<file path="config.mk">
export PLATFORM = sky130hd
export DESIGN_NAME = authority_record_decoder
export DESIGN_NICKNAME = d
export VERILOG_FILES = /design/src/rtl/ard_pkg.sv /design/src/rtl/ard_front.sv /design/src/rtl/ard_queue.sv /design/src/rtl/ard_back.sv /design/src/rtl/authority_record_decoder.sv
export SDC_FILE = /design/constraint.sdc
export NUM_CORES = 1
export LEC_CHECK = 0
export BUFFER_PORTS_ARGS = -buffer_cell sky130_fd_sc_hd__buf_2
export CELL_PAD_IN_SITES_DETAIL_PLACEMENT = 1
export CELL_PAD_IN_SITES_GLOBAL_PLACEMENT = 1
export CORE_MARGIN = 2
export CORE_UTILIZATION = 50
export CTS_CLUSTER_DIAMETER = 50
export CTS_CLUSTER_SIZE = 14
export DETAILED_ROUTE_END_ITERATION = 7
export GPL_ROUTABILITY_DRIVEN = 0
export PLACE_DENSITY = 0.75
export REMOVE_ABC_BUFFERS = 1
export SETUP_SLACK_MARGIN = 0.15
export SLEW_MARGIN = 20
export SYNTH_ARGS = -nofsm -noshare
export SYNTH_HDL_FRONTEND = slang
export SYNTH_SLANG_ARGS = --single-unit
</file>
<file path="constraint.sdc">
create_clock -name clk -period 17.9 [get_ports clk]
set_input_delay 3.58 -clock clk [delete_from_list [all_inputs] [get_ports clk]]
set_output_delay 3.58 -clock clk [all_outputs]
set_load 0.02 [all_outputs]
</file>
<file path="src/rtl/ard_pkg.sv">
// Shared types, constants and character helpers for the authority record decoder.
// Depends on nothing; every other file in rtl/ imports it.
`timescale 1ns / 1ps

package ard_pkg;

	// Record layout offsets.
	localparam logic [7:0] IDENT_START = 8'd8;
	localparam logic [7:0] IDENT_END   = 8'd24;
	localparam logic [7:0] SETTING_END = 8'd32;
	localparam logic [7:0] LAYOUT_END  = 8'd40;
	localparam logic [7:0] POS_MAX     = 8'd255;

	// Result kinds.
	localparam logic KIND_CHAR    = 1'b0;
	localparam logic KIND_VERDICT = 1'b1;

	// Verdict codes.
	localparam logic [1:0] VERDICT_OK     = 2'd0;
	localparam logic [1:0] VERDICT_LENGTH = 2'd1;
	localparam logic [1:0] VERDICT_MAGIC  = 2'd2;

	// Depth of the queue between front and back.
	localparam int QUEUE_DEPTH = 2;
	localparam int QPTR_W      = $clog2(QUEUE_DEPTH);

	// One queued job: the results caused by a single input byte.
	typedef struct packed {
		logic [1:0]      n_chars;
		logic [1:0][5:0] char_idx;
		logic            has_verdict;
		logic [1:0]      verdict;
		logic [63:0]     cfg;
		logic [63:0]     topo;
	} job_t;

	// Expected magic byte for header offsets 0 to 7.
	function automatic logic [7:0] magic_byte(input logic [2:0] idx);
		logic [7:0] m;
		unique case (idx)
			3'd0: m = 8'h4c; // 'L'
			3'd1: m = 8'h57; // 'W'
			3'd2: m = 8'h44; // 'D'
			3'd3: m = 8'h41; // 'A'
			3'd4: m = 8'h31; // '1'
			default: m = 8'h00;
		endcase
		return m;
	endfunction

	// Maps a 6-bit value to its base64url ASCII character.
	function automatic logic [6:0] b64_char(input logic [5:0] v);
		logic [6:0] c;
		if (v < 6'd26) begin
			c = 7'h41 + {1'b0, v};
		end else if (v < 6'd52) begin
			c = 7'h61 + {1'b0, v - 6'd26};
		end else if (v < 6'd62) begin
			c = 7'h30 + {1'b0, v - 6'd52};
		end else if (v == 6'd62) begin
			c = 7'h2d;
		end else begin
			c = 7'h5f;
		end
		return c;
	endfunction

endpackage

</file>
<file path="src/rtl/ard_front.sv">
// Front part: takes record bytes, tracks magic, base64 bits and the two words,
// and turns each byte with results into a job for the queue. Depends on ard_pkg.
`timescale 1ns / 1ps

module ard_front
	import ard_pkg::*;
#(
	parameter int RECORD_BYTES = 40
) (
	input  logic       clk,
	input  logic       arst_n,
	input  logic [7:0] data_byte,
	input  logic       final_byte,
	input  logic       take,
	output logic       push,
	output job_t       push_job
);

	logic [7:0]  pos_q;
	logic        magic_q;
	logic [12:0] pend_q;
	logic [3:0]  pcnt_q;
	logic [63:0] set_q;
	logic [63:0] lay_q;

	logic        in_magic, in_ident, in_set, in_lay;
	logic [12:0] pb1, pb_rem;
	logic [3:0]  cnt1, cnt2, cnt3;
	logic        emit0, emit1, flush;
	logic [5:0]  c0, c1, cf;
	logic        magic_nxt;
	logic [63:0] set_nxt, lay_nxt;
	logic [12:0] pend_nxt;
	logic [3:0]  pcnt_nxt;
	logic [7:0]  pos_nxt;
	logic [1:0]  nc;

	// Section decode by byte position.
	assign in_magic = (pos_q < IDENT_START);
	assign in_ident = !in_magic && (pos_q < IDENT_END);
	assign in_set   = (pos_q >= IDENT_END) && (pos_q < SETTING_END);
	assign in_lay   = (pos_q >= SETTING_END) && (pos_q < LAYOUT_END);

	// Base64 slicing: at most two full characters per byte, then an optional flush.
	always_comb begin
		pb1    = {pend_q[4:0], data_byte};
		cnt1   = pcnt_q + 4'd8;
		emit0  = (cnt1 >= 4'd6);
		cnt2   = emit0 ? cnt1 - 4'd6 : cnt1;
		c0     = 6'(pb1 >> cnt2);
		emit1  = emit0 && (cnt2 >= 4'd6);
		cnt3   = emit1 ? cnt2 - 4'd6 : cnt2;
		c1     = 6'(pb1 >> cnt3);
		pb_rem = pb1 & ((13'd1 << cnt3) - 13'd1);
		flush  = (pos_q == IDENT_END - 8'd1) && (cnt3 != 4'd0);
		cf     = 6'(pb_rem << (4'd6 - cnt3));
	end

	// Next state of the trackers.
	always_comb begin
		magic_nxt = magic_q;
		pend_nxt  = pend_q;
		pcnt_nxt  = pcnt_q;
		set_nxt   = set_q;
		lay_nxt   = lay_q;
		if (in_magic) begin
			if (data_byte != magic_byte(pos_q[2:0])) begin
				magic_nxt = 1'b0;
			end
		end else if (in_ident) begin
			pend_nxt = flush ? 13'd0 : pb_rem;
			pcnt_nxt = flush ? 4'd0 : cnt3;
		end else if (in_set) begin
			set_nxt = {set_q[55:0], data_byte};
		end else if (in_lay) begin
			lay_nxt = {lay_q[55:0], data_byte};
		end
		pos_nxt = (pos_q != POS_MAX) ? pos_q + 8'd1 : pos_q;
	end

	// Build the job for this byte.
	always_comb begin
		nc = 2'd0;
		if (in_ident && magic_q) begin
			nc = 2'({1'b0, emit0} + {1'b0, emit1} + {1'b0, flush});
		end
		push_job             = '0;
		push_job.n_chars     = nc;
		push_job.char_idx[0] = emit0 ? c0 : cf;
		push_job.char_idx[1] = emit1 ? c1 : cf;
		push_job.has_verdict = final_byte;
		if (pos_nxt != 8'(RECORD_BYTES)) begin
			push_job.verdict = VERDICT_LENGTH;
		end else if (!magic_nxt) begin
			push_job.verdict = VERDICT_MAGIC;
		end else begin
			push_job.verdict = VERDICT_OK;
			push_job.cfg     = set_nxt;
			push_job.topo    = lay_nxt;
		end
	end

	assign push = take && ((nc != 2'd0) || final_byte);

	// Tracker registers; a final byte returns everything to reset values.
	always_ff @(posedge clk or negedge arst_n) begin
		if (!arst_n) begin
			pos_q   <= '0;
			magic_q <= 1'b1;
			pend_q  <= '0;
			pcnt_q  <= '0;
			set_q   <= '0;
			lay_q   <= '0;
		end else if (take) begin
			if (final_byte) begin
				pos_q   <= '0;
				magic_q <= 1'b1;
				pend_q  <= '0;
				pcnt_q  <= '0;
				set_q   <= '0;
				lay_q   <= '0;
			end else begin
				pos_q   <= pos_nxt;
				magic_q <= magic_nxt;
				pend_q  <= pend_nxt;
				pcnt_q  <= pcnt_nxt;
				set_q   <= set_nxt;
				lay_q   <= lay_nxt;
			end
		end
	end

endmodule

</file>
<file path="src/rtl/ard_queue.sv">
// Short job queue between the front and back parts.
// Depends on ard_pkg for job_t and the queue depth.
`timescale 1ns / 1ps

module ard_queue
	import ard_pkg::*;
(
	input  logic clk,
	input  logic arst_n,
	input  logic push,
	input  job_t push_job,
	output logic full,
	input  logic pop,
	output logic empty,
	output job_t head
);

	localparam int CNT_W = $clog2(QUEUE_DEPTH + 1);

	job_t              slot_q [QUEUE_DEPTH];
	logic [QPTR_W-1:0] wr_q;
	logic [QPTR_W-1:0] rd_q;
	logic [CNT_W-1:0]  cnt_q;

	assign full  = (cnt_q == CNT_W'(QUEUE_DEPTH));
	assign empty = (cnt_q == '0);
	assign head  = slot_q[rd_q];

	// Payload storage.
	always_ff @(posedge clk) begin
		if (push) begin
			slot_q[wr_q] <= push_job;
		end
	end

	// Pointers and fill count.
	always_ff @(posedge clk or negedge arst_n) begin
		if (!arst_n) begin
			wr_q  <= '0;
			rd_q  <= '0;
			cnt_q <= '0;
		end else begin
			if (push) begin
				wr_q <= (wr_q == QPTR_W'(QUEUE_DEPTH - 1)) ? '0 : wr_q + 1'b1;
			end
			if (pop) begin
				rd_q <= (rd_q == QPTR_W'(QUEUE_DEPTH - 1)) ? '0 : rd_q + 1'b1;
			end
			if (push && !pop) begin
				cnt_q <= cnt_q + 1'b1;
			end else if (pop && !push) begin
				cnt_q <= cnt_q - 1'b1;
			end
		end
	end

endmodule

</file>
<file path="src/rtl/ard_back.sv">
// Back part: feeds head job results to the output register one per unstalled cycle.
// Depends on ard_pkg for job_t, result codes and the character map.
`timescale 1ns / 1ps

module ard_back
	import ard_pkg::*;
(
	input  logic        clk,
	input  logic        arst_n,
	input  logic        empty,
	input  job_t        head,
	output logic        pop,
	output logic        result_valid,
	input  logic        result_stall,
	output logic        item_kind,
	output logic [6:0]  identity_char,
	output logic [63:0] config_word,
	output logic [63:0] topology_word,
	output logic [1:0]  verdict,
	output logic        run_end
);

	logic        valid_q;
	logic        kind_q;
	logic [6:0]  char_q;
	logic [63:0] cfg_q;
	logic [63:0] topo_q;
	logic [1:0]  verd_q;
	logic        end_q;
	logic [1:0]  idx_q;

	logic        load, take_head, is_char, is_last;
	logic [1:0]  total;

	assign load      = !valid_q || !result_stall;
	assign take_head = load && !empty;
	assign total     = head.n_chars + {1'b0, head.has_verdict};
	assign is_char   = (idx_q < head.n_chars);
	assign is_last   = ((idx_q + 2'd1) == total);
	assign pop       = take_head && is_last;

	// Result index within the head job.
	always_ff @(posedge clk or negedge arst_n) begin
		if (!arst_n) begin
			idx_q   <= '0;
			valid_q <= 1'b0;
		end else if (load) begin
			valid_q <= !empty;
			if (take_head) begin
				idx_q <= is_last ? 2'd0 : idx_q + 2'd1;
			end
		end
	end

	// Output word register.
	always_ff @(posedge clk) begin
		if (take_head) begin
			end_q <= is_last;
			if (is_char) begin
				kind_q <= KIND_CHAR;
				char_q <= b64_char(head.char_idx[idx_q[0]]);
				cfg_q  <= '0;
				topo_q <= '0;
				verd_q <= VERDICT_OK;
			end else begin
				kind_q <= KIND_VERDICT;
				char_q <= '0;
				cfg_q  <= head.cfg;
				topo_q <= head.topo;
				verd_q <= head.verdict;
			end
		end
	end

	assign result_valid  = valid_q;
	assign item_kind     = kind_q;
	assign identity_char = char_q;
	assign config_word   = cfg_q;
	assign topology_word = topo_q;
	assign verdict       = verd_q;
	assign run_end       = end_q;

endmodule

</file>
<file path="src/rtl/authority_record_decoder.sv">
// Top level of the authority record decoder: front, job queue and back.
// Depends on ard_pkg, ard_front, ard_queue and ard_back.
//
//   channel   handshake                    words
//   byte      byte_valid / byte_stall      data_byte, final_byte
//   result    result_valid / result_stall  item_kind, identity_char, config_word,
//                                          topology_word, verdict, run_end
//
// One byte is accepted per cycle while the two-entry job queue has room.
// Each byte yields zero to three result words; the back part sends one word per
// cycle while result_stall is low, so the output port sets the sustained rate.
// A byte's words are registered in a queue slot, then in the output register.
// Reset is asynchronous and clears all control state; no clearing pass is needed.
// A stalled result holds in the output register while the queue keeps filling.
`timescale 1ns / 1ps

module authority_record_decoder
	import ard_pkg::*;
#(
	parameter int RECORD_BYTES = 40
) (
	input  logic        clk,
	input  logic        arst_n,
	input  logic        byte_valid,
	output logic        byte_stall,
	input  logic [7:0]  data_byte,
	input  logic        final_byte,
	output logic        result_valid,
	input  logic        result_stall,
	output logic        item_kind,
	output logic [6:0]  identity_char,
	output logic [63:0] config_word,
	output logic [63:0] topology_word,
	output logic [1:0]  verdict,
	output logic        run_end
);

	logic full, empty, push, pop, take;
	job_t push_job, head;

	assign byte_stall = full;
	assign take       = byte_valid && !full;

	// Front: classification and state tracking.
	ard_front #(
		.RECORD_BYTES(RECORD_BYTES)
	) u_front (
		.clk       (clk),
		.arst_n    (arst_n),
		.data_byte (data_byte),
		.final_byte(final_byte),
		.take      (take),
		.push      (push),
		.push_job  (push_job)
	);

	// Queue decoupling the two sides.
	ard_queue u_queue (
		.clk     (clk),
		.arst_n  (arst_n),
		.push    (push),
		.push_job(push_job),
		.full    (full),
		.pop     (pop),
		.empty   (empty),
		.head    (head)
	);

	// Back: result serialization.
	ard_back u_back (
		.clk          (clk),
		.arst_n       (arst_n),
		.empty        (empty),
		.head         (head),
		.pop          (pop),
		.result_valid (result_valid),
		.result_stall (result_stall),
		.item_kind    (item_kind),
		.identity_char(identity_char),
		.config_word  (config_word),
		.topology_word(topology_word),
		.verdict      (verdict),
		.run_end      (run_end)
	);

endmodule
</file>
==> flow_summary.toml, run 1 <==
[outcome]
status = "finished, final reports clean"

[timing]
final_max_slew_viol_count = 0
hold_viol = 0
finalSetupTns_ns = 0
worstMarginPinSlew_ns = 1.09
max_freq_mhz = 152
post-route-min-period_ns = 6.56
slew_headroom_pct = 27.5
rsz0062_at_grt = "false"
skew_ns = 0.0182
fin_crit_sh_pct = 36.6
setup_violations = 0

[setup_path]
arrival_ns = 6.86
critPathLaunchType = "input pin"
crit_path_cell_trace = "buf_2 > nand2b_1 > a21oi_1 > o31a_1 > o21ai_0 > a22oi_2 > buf_4 > buf_4 > nor3_1"
cp-endpoint = "u_queue.slot_q[0][117]"
r2r_end = "u_queue.slot_q[1][120]"
r2r_cells = 16
cpMostUsedCell = "buf_4"
crit_type = "input pin to flip-flop"
reg2reg_from = "u_front.pcnt_q[1]"
end_kind = "flip-flop"
r2r_setup_slack_ns = 11.47
slowest_stage = "a22oi_2"
crit_path_max_fanout = 65
cp_data_required_time_ns = 18.20
max_stage_delay_ns = 0.90
startpoint = "data_byte[1]"

[logic_synthesis]
yosys.area.top_type = "edfxtp_1"
yosysWarnings = 0
syn-cell-area_sq_um = 24800
synth.avg_cell_area_sq_um = 14.3
ys_seq_elements = 581
ys_seq_area_share_pct = 67.3
synthFlopType = "edfxtp_1"
synth-edff-count = 429
synthDistinctLibCells = 74
synth_top_area_share_pct = 52.0
synth-async-reset-ratio_pct = 26.2
synthCells = 1728
netlist_top_cells_area = "edfxtp_1 52%, dfrtp_1 15%, mux2i_1 11%"

[route]
num_vias = 15127
dr.pass1.iters = 5
via_per_inst = 5.94
ant_nets = 0
wl_per_cell_microns = 22.7
drt_iter0_markers = 970
wl_mm = 57.8
drc = 0

[global_route]
overflow = 0
grt_max_degree = 79
grt_usage_pct = 22.8
grt_antenna_before_repair = 2
grt_pass1_wl_mm = 90.9
first_global_vias = 15919

[cells_and_area]
drive_gt1_share_pct = 15.8
area_delta_synth_final_pct = 12.3
final_util_pct = 56.8
nets = 1870
n_antenna_cell = 0

[cts]
post_cts_resized = 0
max-clock-path-buffers = 3
cts_setup_buffers = 0
clk_latency_ns = 0.61
cts_tree = "done"
clock-sinks = 581
cts_buffers = 55
htree_levels = 2
root_buffer = "clkbuf_16"
clk_pin_slew_ns = 0.07
ctsHoldBuffers = 0

[floorplan]
start_util_pct = 50.6
rows = 81
dieArea_sq_um = 51400
io_pins = 154
coreArea_sq_um = 49000
die_y_microns = 227
die_w_microns = 227

[placed_design]
port_buffers = 153
dp_hpwl_mm = 33.9

[run]
drv_cap = 0

[pwr]
vdd_drop_max_uv = 197
p_leak_nw = 10.1
power.density_nw_per_um2 = 158

[min_path]
hold_class = "flip-flop to flip-flop"
==> routing by layer <==
metal / track usage [%] / vias to the layer above / wire (microns)
li1: - / 6799 / -
met5: 0 / - / 7
met2: 37.9 / 380 / 28200
met1: 31.1 / 7844 / 25500
met3: 3.36 / 102 / 2650
met4: 6.77 / 2 / 1450
==> cells in the mapped netlist, types with 3 or more instances <==
cell type / count
inv_1: 19
a221oi_1: 3
nand2_1: 54
nor3_1: 139
a31oi_1: 6
xnor2_1: 9
o31ai_1: 4
xor2_1: 7
a311oi_1: 3
mux4_2: 11
mux2i_1: 269
nand2b_1: 10
buf_1: 18
o21ai_1: 5
o31a_1: 4
nand3_1: 9
ha_1: 20
o21bai_1: 4
nor2b_1: 14
nand4_1: 5
buf_4: 3
a22oi_1: 4
edfxtp_1: 429
a32o_1: 3
a21oi_1: 27
clkbuf_1: 47
a21oi_2: 3
dfrtp_1: 151
nor2_1: 155
a22o_1: 136
buf_2: 55
and2_1: 7
a211oi_1: 8
mux2_2: 8
a32oi_1: 3
o32ai_1: 4
o21a_1: 4
o21ai_0: 21
==> area by class of cell <==
type | instances | area [sq um]
Fill cell | 4717 | 21100
Inverter | 20 | 80.1
Clock buffer | 82 | 1490
Timing Repair Buffer | 175 | 997
Tap cell | 664 | 831
Multi-Input combinational cell | 1003 | 7530
Sequential cell | 581 | 16700
Clock inverter | 20 | 210
==> flip-flops by register name (all words and copies together) (netlist names) <==
| signal | cells |
|---|---|
| u_front.pend_q | 5 |
| u_queue.slot_q | 290 |
| u_back.config_word | 64 |
| u_back.topology_word | 64 |
| u_queue.rd_q | 1 |
| u_queue.wr_q | 1 |
| u_back.identity_char | 7 |
| u_front.magic_q | 1 |
| u_back.verdict | 2 |
| u_front.set_q | 64 |
| u_back.result_valid | 1 |
| u_front.pos_q | 8 |
| u_back.run_end | 1 |
| u_queue.cnt_q | 2 |
| u_front.pcnt_q | 3 |
| u_back.idx_q | 2 |
| u_front.lay_q | 64 |
| u_back.item_kind | 1 |
==> worst min path at each step <==
stage / from / endpoint / slack, ns / cells after the start
2_1_floorplan: u_queue.wr_q / u_queue.wr_q / 0.46 / 1
3_3_place_gp: u_back.result_valid / u_back.result_valid / 0.47 / 2
3_5_place_dp: u_front.set_q[58] / u_front.set_q[58] / 0.49 / 1
4_1_cts: u_front.set_q[60] / u_front.set_q[60] / 0.50 / 1
5_1_grt: u_front.lay_q[56] / u_front.lay_q[56] / 0.53 / 1
6_report: u_front.set_q[60] / u_front.set_q[60] / 0.50 / 1
==> report_power, final <==
part,internal [mW],switching [mW],leakage [nW]
logic,0.413,0.879,3.35
registers,1.86,0.123,5.90
clock network,0.612,0.510,0.815
==> per-stage QoR <==
step	setup WS, ns	area (sq um)	total power [mW]	std cells	hold WS (ns)
2_1_floorplan	2.33	24200	2.95	1604	0.455
3_3_place_gp	10.82	26000	3.26	2440	0.468
3_5_place_dp	10.75	26100	3.31	2440	0.487
4_1_cts	11.14	27700	4.44	2542	0.504
5_1_grt	11.01	27800	4.61	2545	0.532
6_report	11.34	27800	4.40	2545	0.504
==> cells by family (layout without fill, tap and decap cells) <==
family	Yosys count	after routing	share of synthesized area, %
and+or+nand+nor	408	408	7.55
muxes	288	288	12.2
AOI/OAI and AO/OA	268	268	8.60
adders and majority gates	21	21	1.09
xor gates and xnor gates	17	17	0.631
buffers and inverters	144	297	2.53
other	1	1	0.0151
DFF	581	581	67.3
==> worst max-delay path, delay by kind of cell <==
kind / cells / cell delay [ns]
AND/OR/NAND/NOR: 2 / 0.36
buffers and inverters: 3 / 1.58
AO/OA/AOI/OAI: 4 / 1.27
==> cell usage in the layout, fill, tap and decap left out, types with 10 or more instances in the layout <==
| master | n |
|---|---|
| a21oi_1 | 27 |
| a22o_1 | 136 |
| buf_2 | 152 |
| buf_4 | 17 |
| clkbuf_1 | 26 |
| clkbuf_16 | 55 |
| dfrtp_1 | 150 |
| edfxtp_1 | 429 |
| ha_1 | 20 |
| inv_1 | 18 |
| mux2i_1 | 269 |
| mux4_2 | 11 |
| nand2_1 | 54 |
| nand2b_1 | 10 |
| nor2_1 | 155 |
| nor2b_1 | 13 |
| nor3_1 | 139 |
| o21ai_0 | 21 |
(Power assumes the default switching activity.)
==> run 2, diff against run 1 <==
clock period = 6.7 ns   (was 17.9 ns; I/O delays follow)
==> run 2 against run 1 <==
Against the previous run:
- worst setup slack worse by 10 ns
- count of clock-buffer cells in the layout is 1 lower
- via count is 1.7% lower
- power grew to 2.7 times the previous value
- clock skew is 0.0022 ns higher
- die area stayed put
- critical endpoint is now u_queue.slot_q[1][85]
- sequential power grew to 2.7 times the previous value
- highest routed layer is now met4
==> flow_summary.toml, run 2 (same netlist as run 1, synthesis figures left out) <==
[cts]
post_cts_resized = 0
clock-sinks = 581
cts_buffers = 52
clk_latency_ns = 0.60
cts_setup_buffers = 0
root_buffer = "clkbuf_16"
ctsHoldBuffers = 0
htree_levels = 2
max-clock-path-buffers = 3
cts_tree = "done"
clk_pin_slew_ns = 0.06

[timing]
rsz0062_at_grt = "false"
setup_violations = 0
max_freq_mhz = 180
skew_ns = 0.0204
post-route-min-period_ns = 5.56
fin_crit_sh_pct = 83.0
slew_headroom_pct = 27.9
finalSetupTns_ns = 0
worstMarginPinSlew_ns = 1.08
final_max_slew_viol_count = 0
hold_viol = 0

[setup_path]
critPathLaunchType = "flip-flop"
reg2reg_from = "u_front.pcnt_q[1]"
r2r_end = "u_queue.slot_q[1][85]"
cp_top_family = "compound AO/OA/AOI/OAI gates"
crit_type = "flip-flop to flip-flop"
r2r_setup_slack_ns = 1.14
r2r_cells = 13
crit_buf_inv = 1
cpMostUsedCell = "ha_1"
cp_data_required_time_ns = 6.96
end_kind = "flip-flop"
max_stage_delay_ns = 0.78
arrival_ns = 5.82
crit_path_cell_trace = "ha_1 > o21ai_2 > nor2_1 > ha_1 > o31ai_1 > a21o_1 > nand2_1 > nand4_1 > fa_1 > a21oi_1 > o21a_1 > and2_4 > buf_12"
crit_path_max_fanout = 61
slowest_stage = "dfrtp_1"

[floorplan]
io_pins = 154
rows = 81
coreArea_sq_um = 49000
die_w_microns = 227
start_util_pct = 50.6
die_y_microns = 227
dieArea_sq_um = 51400

[min_path]
hold_class = "flip-flop to flip-flop"
min_path_cells = 1
hold_end = "u_front.lay_q[58]"
worstHoldStart = "u_front.lay_q[58]"

[global_route]
first_global_vias = 15631
overflow = 0
grt_max_degree = 146
grt_usage_pct = 22.1
grt_pass1_wl_mm = 88.7
grt_antenna_before_repair = 2

[cells_and_area]
largest_reg_flops = 290
fill_cells = 4693
area_delta_synth_final_pct = 12.3
final_common_cell = "edfxtp_1"
drive_gt1_share_pct = 15.6
regArea_sq_um = 16700
final_util_pct = 56.9
final_cell_area_sq_um = 27800
n_antenna_cell = 0
largest-register = "u_queue.slot_q"
nets = 1867
mostFrequentLayoutCells = "429 x edfxtp_1, 269 x mux2i_1, 155 x nor2_1"
multi_input_area_sq_um = 7530

[placed_design]
dp_hpwl_mm = 33.4
place_area_sq_um = 26100
port_buffers = 153

[route]
wl_mm = 56.1
ant_nets = 0
wl_per_cell_microns = 22.1
dr.pass1.iters = 5
via_per_inst = 5.86
num_vias = 14875
drc = 0
drt_iter0_markers = 851

[pwr]
vdd_drop_max_uv = 239
p_leak_nw = 10.1
power.density_nw_per_um2 = 421

[run]
drv_cap = 0

[outcome]
status = "finished, final reports clean"
-- run 2: cell count changes in the layout (fill, tap and decap cells not counted), sizes merged --
cell | before | now
bufinv | 2 | 5
inv | 27 | 23
clkinvlp | 2 | 0
clkinv | 9 | 6
clkbuf | 82 | 81
-- run 2: stage by stage --
stage | setup WS (ns) | std cells | hold WS [ns] | total power [mW]
floorplan | -8.87 | 1604 | 0.455 | 7.89
global placement | 1.54 | 2443 | 0.481 | 8.66
detailed placement | 1.18 | 2443 | 0.482 | 8.83
CTS | 1.17 | 2538 | 0.503 | 11.9
global route | 0.769 | 2538 | 0.525 | 12.3
finish | 1.14 | 2538 | 0.501 | 11.7
-- run 2: how the worst max path moves through the flow --
| stage | start | to | slack, ns | cells after the start |
|---|---|---|---|---|
| floorplan | u_front.pos_q[3] | u_front.lay_q[0] | -8.87 | 4 |
| global placement | u_front.pcnt_q[1] | u_queue.slot_q[1][109] | 1.54 | 13 |
| detailed placement | u_front.pcnt_q[1] | u_queue.slot_q[1][101] | 1.18 | 13 |
| CTS | u_front.pcnt_q[1] | u_queue.slot_q[1][119] | 1.17 | 13 |
| global route | u_front.pcnt_q[1] | u_queue.slot_q[1][77] | 0.77 | 13 |
| finish | u_front.pcnt_q[1] | u_queue.slot_q[1][85] | 1.14 | 13 |
-- run 2: power by group --
group / switching [mW] / total, mW / internal [mW]
sequential: 0.294 / 5.26 / 4.97
clock: 1.30 / 3.02 / 1.72
combinational: 2.33 / 3.42 / 1.10
total: 3.92 / 11.7 / 7.79
-- run 2: worst register-to-register path, cell delays in order, from the launching register on --
cell and delay, ns:
dfrtp_1 0.78, ha_1 0.51, o21ai_2 0.54, nor2_1 0.14, ha_1 0.35, o31ai_1 0.48, a21o_1 0.30, nand2_1 0.18
nand4_1 0.14, fa_1 0.45, a21oi_1 0.16, o21a_1 0.22, and2_4 0.54, buf_12 0.41
-- run 2: area by class of cell --
cell class | instances | share of cell area, %
well taps | 664 | 2.99
inverters | 20 | 0.288
clock buffers | 81 | 5.32
repair buffers | 175 | 3.56
multi-input cells | 1003 | 27.1
flip-flops and latches | 581 | 60.0
clock inverters | 14 | 0.818
-- run 2: layer usage --
| metal | GRT usage, % | share of wire [%] | wire [microns] |
|---|---|---|---|
| met3 | 3.65 | 4.4 | 2480 |
| met5 | 0 | 0 | 0 |
| met4 | 5.67 | 2.1 | 1160 |
| met1 | 29.5 | 43 | 24200 |
| met2 | 37.8 | 50 | 28300 |
